File: config.mk
export PLATFORM = sky130hd
export DESIGN_NAME = bfdts_interp
export DESIGN_NICKNAME = d
export VERILOG_FILES = /design/src/hw/rtl/bfdts_pkg.sv /design/src/hw/rtl/bfdts_interp.sv
export SDC_FILE = /design/constraint.sdc
export NUM_CORES = 2
export LEC_CHECK = 0
export BUFFER_PORTS_ARGS = -buffer_cell sky130_fd_sc_hd__buf_2
export CAP_MARGIN = 20
export CORE_UTILIZATION = 30
export CTS_BUF_LIST = sky130_fd_sc_hd__clkbuf_8
export CTS_CLUSTER_SIZE = 20
export DETAILED_ROUTE_END_ITERATION = 16
export SKIP_CTS_REPAIR_TIMING = 1
export SYNTH_ARGS = -nofsm -noshare
export SYNTH_HDL_FRONTEND = slang
export SYNTH_SLANG_ARGS = --single-unit
export TNS_END_PERCENT = 1
File: constraint.sdc
create_clock -name clk -period 14.45 [get_ports clk]
set_input_delay 1.445 -clock clk [delete_from_list [all_inputs] [get_ports clk]]
set_output_delay 1.445 -clock clk [all_outputs]
set_load 0.005 [all_outputs]
File: src/hw/rtl/bfdts_pkg.sv
package bfdts_pkg;

	localparam int TAG_W    = 16;
	localparam int TS_W     = 64;
	localparam int KIND_W   = 2;
	localparam int NRES     = 4;
	localparam int NWIN     = 3;
	localparam int NDIV_STG = 4;
	localparam int CHUNK_W  = TS_W / NDIV_STG;
	localparam int CNT_W    = 3;

	localparam int IN_TDATA_W  = TAG_W + 2 * TS_W;
	localparam int OUT_TDATA_W = TAG_W + TS_W;

	localparam logic [KIND_W-1:0] KIND_OTHER    = 2'd0;
	localparam logic [KIND_W-1:0] KIND_NONSLICE = 2'd1;
	localparam logic [KIND_W-1:0] KIND_SLICE    = 2'd2;

	typedef enum logic [1:0] {
		DIV_NONE,
		DIV_2,
		DIV_3,
		DIV_4
	} div_sel_t;

	// One decided item: ordered result tags, the direct value, the base for
	// interpolation and the shape of the result list.
	typedef struct packed {
		logic [NRES-1:0][TAG_W-1:0] tags;
		logic [TS_W-1:0]            value;
		logic [TS_W-1:0]            base;
		logic [1:0]                 ninterp;
		logic                       has_value;
		logic                       has_defer;
		div_sel_t                   div_sel;
	} job_t;

	typedef struct packed {
		logic [TAG_W-1:0] tag;
		logic [TS_W-1:0]  dts;
		logic             defer;
	} res_t;

	// Divides a chunk by three, two bits at a time, carrying the remainder in.
	// Returns the quotient chunk in the upper bits and the remainder below.
	function automatic logic [CHUNK_W+1:0] div3_chunk(input logic [1:0] rem_in,
	                                                 input logic [CHUNK_W-1:0] x);
		logic [1:0]         r;
		logic [3:0]         t;
		logic [1:0]         qd;
		logic [3:0]         sub;
		logic [CHUNK_W-1:0] q;
		r = rem_in;
		q = '0;
		for (int j = CHUNK_W / 2 - 1; j >= 0; j--) begin
			t = {r, x[2*j +: 2]};
			if (t >= 4'd9) begin
				qd = 2'd3;
			end else if (t >= 4'd6) begin
				qd = 2'd2;
			end else if (t >= 4'd3) begin
				qd = 2'd1;
			end else begin
				qd = 2'd0;
			end
			sub = t - {1'b0, qd, 1'b0} - {2'b00, qd};
			r = sub[1:0];
			q[2*j +: 2] = qd;
		end
		return {q, r};
	endfunction

endpackage

File: src/hw/rtl/bfdts_interp.sv
module bfdts_interp
	import bfdts_pkg::*;
(
	input  logic                  clk,
	input  logic                  arst_n,
	input  logic                  adv,
	input  logic                  in_vld,
	input  job_t                  in_job,
	output logic                  out_vld,
	output res_t [NRES-1:0]       out_res,
	output logic [CNT_W-1:0]      out_cnt
);

	// Stage 0 holds the job, stage 1 the span, stages 2..NDIV_STG+1 the
	// quotient by three as it forms, then step selection, partial sums and
	// the finished result list.
	localparam int ST_SEL = NDIV_STG + 1;
	localparam int ST_SUM = ST_SEL + 1;
	localparam int ST_FIN = ST_SUM + 1;
	localparam int NSTG   = ST_FIN + 2;

	typedef struct packed {
		job_t                  job;
		logic [TS_W-1:0]       span;
		logic [TS_W-1:0]       q;
		logic [1:0]            rem;
		logic [TS_W-1:0]       d;
		logic [TS_W-1:0]       d2;
		logic [TS_W-1:0]       d3;
		logic [TS_W-1:0]       a1;
		logic [TS_W-1:0]       a2;
		res_t [NRES-1:0]       res;
		logic [CNT_W-1:0]      cnt;
	} pipe_t;

	pipe_t           pipe_q [NSTG];
	pipe_t           nxt    [NSTG];
	logic [NSTG-1:0] vld_q;

	logic [CHUNK_W+1:0] dq;
	logic [TS_W-1:0]    dsel;
	logic [TS_W-1:0]    a3;
	logic [TS_W-1:0]    ival [NRES];
	job_t               fj;

	always_comb begin
		nxt[0]     = '0;
		nxt[0].job = in_job;
		for (int i = 1; i < NSTG; i++) begin
			nxt[i] = pipe_q[i-1];
		end

		nxt[1].span = pipe_q[0].job.value - pipe_q[0].job.base;
		nxt[1].q    = '0;
		nxt[1].rem  = '0;

		// Most significant chunk first, the remainder runs down the stages.
		dq = '0;
		for (int k = 1; k <= NDIV_STG; k++) begin
			dq = div3_chunk(pipe_q[k].rem, pipe_q[k].span[TS_W - CHUNK_W*k +: CHUNK_W]);
			nxt[k+1].q[TS_W - CHUNK_W*k +: CHUNK_W] = dq[CHUNK_W+1:2];
			nxt[k+1].rem = dq[1:0];
		end

		unique case (pipe_q[ST_SEL].job.div_sel)
			DIV_NONE: dsel = '0;
			DIV_2:    dsel = {1'b0, pipe_q[ST_SEL].span[TS_W-1:1]};
			DIV_3:    dsel = pipe_q[ST_SEL].q;
			DIV_4:    dsel = {2'b00, pipe_q[ST_SEL].span[TS_W-1:2]};
		endcase
		nxt[ST_SEL+1].d  = dsel;
		nxt[ST_SEL+1].d2 = {dsel[TS_W-2:0], 1'b0};

		nxt[ST_SUM+1].d3 = pipe_q[ST_SUM].d + pipe_q[ST_SUM].d2;
		nxt[ST_SUM+1].a1 = pipe_q[ST_SUM].job.base + pipe_q[ST_SUM].d;
		nxt[ST_SUM+1].a2 = pipe_q[ST_SUM].job.base + pipe_q[ST_SUM].d2;

		fj      = pipe_q[ST_FIN].job;
		a3      = fj.base + pipe_q[ST_FIN].d3;
		ival[0] = pipe_q[ST_FIN].a1;
		ival[1] = pipe_q[ST_FIN].a2;
		ival[2] = a3;
		ival[3] = fj.value;
		for (int j = 0; j < NRES; j++) begin
			nxt[ST_FIN+1].res[j].tag = fj.tags[j];
			if (CNT_W'(j) < {1'b0, fj.ninterp}) begin
				nxt[ST_FIN+1].res[j].dts   = ival[j];
				nxt[ST_FIN+1].res[j].defer = 1'b0;
			end else if (CNT_W'(j) == {1'b0, fj.ninterp} && fj.has_value) begin
				nxt[ST_FIN+1].res[j].dts   = fj.value;
				nxt[ST_FIN+1].res[j].defer = 1'b0;
			end else begin
				nxt[ST_FIN+1].res[j].dts   = '0;
				nxt[ST_FIN+1].res[j].defer = 1'b1;
			end
		end
		nxt[ST_FIN+1].cnt = {1'b0, fj.ninterp} + {2'b00, fj.has_value}
		                  + {2'b00, fj.has_defer};
	end

	always_ff @(posedge clk) begin
		if (adv) begin
			pipe_q <= nxt;
		end
	end

	always_ff @(posedge clk or negedge arst_n) begin
		if (!arst_n) begin
			vld_q <= '0;
		end else if (adv) begin
			vld_q <= {vld_q[NSTG-2:0], in_vld};
		end
	end

	assign out_vld = vld_q[NSTG-1];
	assign out_res = pipe_q[NSTG-1].res;
	assign out_cnt = pipe_q[NSTG-1].cnt;

endmodule

# Word-level counts from Yosys, hierarchy flattened
# Index checks and enable logic that the tools add are counted.
[totals]
register_bits = 2721
output_inout_bits = 328
word_cells = 395
[classes]
addsub = 69
magnitude_cmp = 99
n_eq_ne = 6
n_mux = 103
n_reduce_logical = 7
[op_table]
columns = ["operator", "n"]
rows = [
  ["$mux 65", 6],
  ["$add 64x64->64", 4],
  ["$pmux 64 s4", 1],
  ["$ge 4x2->1 const B", 31],
  ["$ge 4x3->1 const B", 31],
  ["$ge 4x4->1 const B", 31],
  ["$mux 2", 62],
  ["$sub 2x2->2", 62],
  ["$sub 64x64->64", 1],
  ["$mux 1", 34],
  ["$eq 2x2->1 const A", 2],
  ["$eq 2x2->1 const B", 2],
  ["$ge 2x4->1 const B", 1],
  ["$logic_and 1x1->1", 4],
  ["$logic_not 2->1", 2],
  ["$lt 1x2->1 const A", 2],
  ["$add 2x1->3", 1],
  ["$add 3x1->3", 1],
  ["$ge 2x3->1 const B", 1],
  ["$eq 1x2->1 const A", 1],
  ["$eq 2x1->1 const B", 1],
  ["$ge 2x2->1 const B", 1],
  ["$lt 2x2->1 const A", 1],
  ["$reduce_or 2->1", 1],
]

# Depth between registers and ports, before layout
[logic_depth]
depth_word = 48
depth_mapped = 53
depth_no_buf = 47

# Worst setup path before layout
# No wires, ideal clock.
[synth_path]
kind = "register to register"
startpoint = "reg pipe_q (netlist bit nxt[4644])"
endpoint = "reg pipe_q[4548] (netlist name), data pin"
arrival_ns = 9.682
path_slack_ns = 4.503
path_stages_with_launch = 49
n_path_buf = 7
period_less_slack_ns = 9.947
cell_sequence = "edfxtp_1 -> nand2b_1 -> nand3_1 -> ha_1 -> inv_1 -> or3_1 -> and3_1 -> buf_6 -> a21o_1 -> a221o_1 -> ha_1 -> or3_1 -> a31oi_1 -> a2111oi_4 -> and2_4 -> o21ai_0 -> nand3_1 -> ha_1 -> [... 13 more ...] -> clkbuf_1 -> nand2_1 -> nor3_1 -> a2111oi_1 -> nand4_1 -> a21oi_1 -> o221ai_1 -> ha_1 -> clkbuf_1 -> nand4_1 -> mux2_1 -> nand3_2 -> a211o_1 -> ha_1 -> clkbuf_1 -> nor3b_1 -> o41ai_1 -> nand2_1"
[synth_rtl]
columns = ["element", "line", "text"]
rows = [
  ["start: declaration", "bfdts_interp.sv:36", "pipe_t pipe_q [NSTG];"],
  ["start signal: assignment", "bfdts_interp.sv:103", "pipe_q <= nxt;"],
]

==> run_results.csv <==
group,metric,value,unit
synth,yosysWarnings,0,
critical_path,cpPeakStageDelay,0.75,ns
sta,rsz0062_at_grt,"no",
cells_and_area,nets,7909,
critical_path,start_kind,"flip-flop",
sta,setup_viol,0,
drt,vias,57360,
critical_path,end_kind,"flip-flop",
critical_path,cp.required,15.23,ns
sta,fmax,0.08410,GHz
run,maxCapViolations,0,
drt,drt-pass1-iter-count,6,
pwr,p_int,14.34,mW
clocking,cts_buffer_depth,4,
clocking,numCtsBuffers,433,
global_routing,grt_pass1_vias,57180,
sta,hold_violations,0,
sta,finalCriticalPeriod,11.89,ns
synth,synth_cells,6859,
drt,ant_nets,0,
synth,synth_nets,7413,
clocking,cts_num_sinks,2651,
die,num_rows,219,
synth,yosysUniqueCellTypes,104,
pwr,switchingPower,5.923,mW
synth,async_reset_ff_share,0.3395,%
die,die_x,601.7,um
global_routing,antenna_found_initial,51,
sta,drv_slew,0,
status,status,"completed",
synth,ys.flop_type,"edfxtp_1",
clocking,clkTransAtPathRegs,0.06,ns
cells_and_area,area_growth,13.26,%
pwr,pwr-share-seq,48.8,%
clocking,insertion_delay,1.13,ns
drt,first_iter_violations,4594,
synth,syn_area,0.1079,sq mm
clocking,clockRootBuffer,"clkbuf_8",
synth,avgSynthCellArea,15.73,sq um
sta,tns,0,ns
sta,worst_slew_margin_rel,29.65,%
critical_path,cpMaxStageDelayCell,"nand4_1",
pwr,switching_share,29.23,%
critical_path,cpMostUsedCell,"ha_1",
pwr,p_leak,45.71,nW
worst_hold_path,hp-class,"input port to asynchronous set/reset pin",
global_routing,grt_max_degree,182,
placement,hpwl,176000,um
critical_path,cp_num_buf_inv,3,
critical_path,worstPathArrival,12.67,ns
critical_path,crit_fanout,23,
sta,clock_skew,0.09696,ns
sta,worst_pin_slew,1.053,ns
global_routing,grt_overflow,0,
die,coreArea,0.3568,sq mm
synth,synth_seq_cells,2651,
die,io-pin-count,530,
pwr,pwr_density_cell,165.9,mW/mm^2
drt,wire_per_inst,19.90,um
die,die_h,601.7,um
sta,fin_ws,2.560,ns
placement,dp_slack,2.906,ns
drt,routed_wl,248000,um
placement,io_buffers,529,
synth,synth_edf_count,2642,
clocking,htreeDepth,5,
die,start_util,30.24,%
global_routing,grt_util_all_layers,13.10,%
clocking,cts_tree,"done",
synth,ys_seq_area_share,73.75,%
critical_path,path_class,"flip-flop to flip-flop",
global_routing,grt_pass1_wl,360800,um
pwr,clkPwrFrac,31.2,%
placement,place_congestion,0.8804,
pwr,peakVddDrop,0.00009990,V
pwr,pwr-share-comb,20.0,%
sta,period_share,82.29,%
critical_path,cp_top_family,"compound AO/OA/AOI/OAI gates",
drt,via_per_inst,4.602,
cells_and_area,drive_above_1_share,16.65,%
die,die_area,0.3620,sq mm
drt,drc,0,
-- state kept, by name, indices dropped and copies added, names as in the netlist --
signal / count
out_cnt: 3
ival: 127
pipe_q: 6
fj: 196
vld_q: 9
nxt: 1986
out_res: 324
-- final cells by class --
type / count / area [sq um]
diodes: 5 / 12.51
clock buffers: 437 / 6015
clock inverters: 350 / 2361
fillers: 34050 / 234600
inverters: 259 / 972.2
multi-input cells: 3435 / 24190
flip-flops and latches: 2651 / 79560
well taps: 4751 / 5944
repair buffers: 575 / 3118
-- worst reg2reg max path: cells and delay by family (launching register included) --
family,cells,cell delay (ns)
flops,1,0.52
simple gates,11,3.10
buf+inv,3,0.46
fa+ha+maj,7,2.65
compound gates,20,4.43
xor+xnor,2,0.47
-- metrics by stage --
| step | cell area, sq um | hold slack [ns] | utilization [%] | std cells | power (mW) |
|---|---|---|---|---|---|
| after floorplan | 107900 | 0.4003 | - | 6859 | 12.81 |
| after global placement | 113800 | 0.4002 | 31.89 | 11670 | 13.91 |
| after detailed placement | 113800 | 0.4045 | 31.89 | 11670 | 14.06 |
| after CTS | 122200 | 0.03433 | 34.24 | 12460 | 20.51 |
| after global routing | 122200 | 0.1008 | 34.24 | 12460 | 21.29 |
| final | 122200 | 0.1997 | 34.25 | 12460 | 20.27 |
-- power by group through the flow --
stage | logic (mW) | clock network, mW | registers (mW)
2_1_floorplan | 3.00 | 0 | 9.81
3_3_place_gp | 3.87 | 0 | 10.0
3_5_place_dp | 4.00 | 0 | 10.1
4_1_cts | 4.03 | 6.58 | 9.90
5_1_grt | 4.45 | 6.88 | 9.95
6_report | 4.06 | 6.32 | 9.89
-- logic make-up after synthesis --
group,after synthesis,share of synthesized area [%]
AOI/OAI and AO/OA,1413,8.852
xor gates and xnor gates,288,2.345
adders and majority gates,352,4.124
buffers and inverters,773,3.855
DFF,2651,73.75
muxes,91,0.9360
and+or+nand+nor,1291,6.133
-- synthesized netlist by cell type (all sizes together) (15+ instances only) --
cell type	count	share of area, %
buf	345	2.4
xnor2	182	1.5
or3	26	0.15
o21a	31	0.22
a22o	136	1.1
nor4	34	0.26
edfxtp	2642	74
o211ai	22	0.16
o21ai	318	1.5
and2	87	0.51
xor2	106	0.87
nand3	109	0.51
a221o	16	0.15
clkbuf	169	0.59
and3	62	0.37
o2111ai	18	0.15
a21o	259	1.8
and4	16	0.13
ha	346	4.0
o21bai	47	0.33
nand2b	55	0.32
or2	27	0.16
nor2	192	0.67
a21oi	313	1.5
inv	259	0.90
mux2	79	0.82
nand2	420	1.5
o31ai	15	0.10
nor2b	71	0.41
a31oi	41	0.24
nor3	63	0.31
nand4	66	0.38
a21boi	24	0.17
nor3b	15	0.10
a211oi	16	0.11
-- placed cells by master (no fill, tap or decap), types with 15 or more instances in the layout --
master / synthesis / final
clkbuf_8: 0 / 437
or2_2: 22 / 21
clkinv_1: 0 / 113
nand2_1: 419 / 418
and3_1: 59 / 57
ha_1: 346 / 346
nor2_1: 192 / 192
a21oi_1: 313 / 313
nand2b_1: 55 / 55
buf_4: 330 / 36
xor2_1: 105 / 105
buf_2: 7 / 529
a22o_1: 136 / 136
inv_1: 259 / 378
o21ai_0: 315 / 315
o211ai_1: 20 / 20
nor2b_1: 71 / 70
a21boi_0: 22 / 22
a221o_1: 16 / 16
a21o_1: 257 / 257
o21bai_1: 47 / 47
nor3_1: 59 / 58
xnor2_1: 182 / 182
nand4_1: 66 / 66
o2111ai_1: 17 / 17
nand3_1: 107 / 107
a31oi_1: 40 / 40
or3_1: 26 / 26
o31ai_1: 15 / 15
and2_1: 86 / 85
a211oi_1: 16 / 16
and4_1: 15 / 15
mux2_2: 78 / 78
bufinv_16: 0 / 25
edfxtp_1: 2642 / 2642
o21a_1: 31 / 31
nor4_1: 28 / 28
clkinv_2: 0 / 55
nor3b_1: 15 / 15
-- path summary, 6_finish.rpt --
| check | start | end | slack [ns] | cells after the start |
|---|---|---|---|---|
| max | nxt[5635] | nxt[4581] | 2.56 | 43 |
| min | arst_n | vld_q[7] | 0.20 | 1 |
| max reg2reg | nxt[5635] | nxt[4581] | 2.56 | 43 |
| min reg2reg | nxt[6571] | nxt[5596] | 0.33 | 0 |
| max in group asynchronous | arst_n | vld_q[5] | 14.07 | 1 |
| min in group clk | nxt[6571] | nxt[5596] | 0.33 | 0 |
-- routing by layer --
metal | up-vias | GRT usage [%] | routed length (um)
li1 | 27020 | - | -
met1 | 28050 | 16.50 | 105800
met2 | 1732 | 21.59 | 117100
met3 | 506 | 3.323 | 15820
met4 | 54 | 5.049 | 8929
met5 | - | 0 | 359
Power figures use the tool's default switching activity.
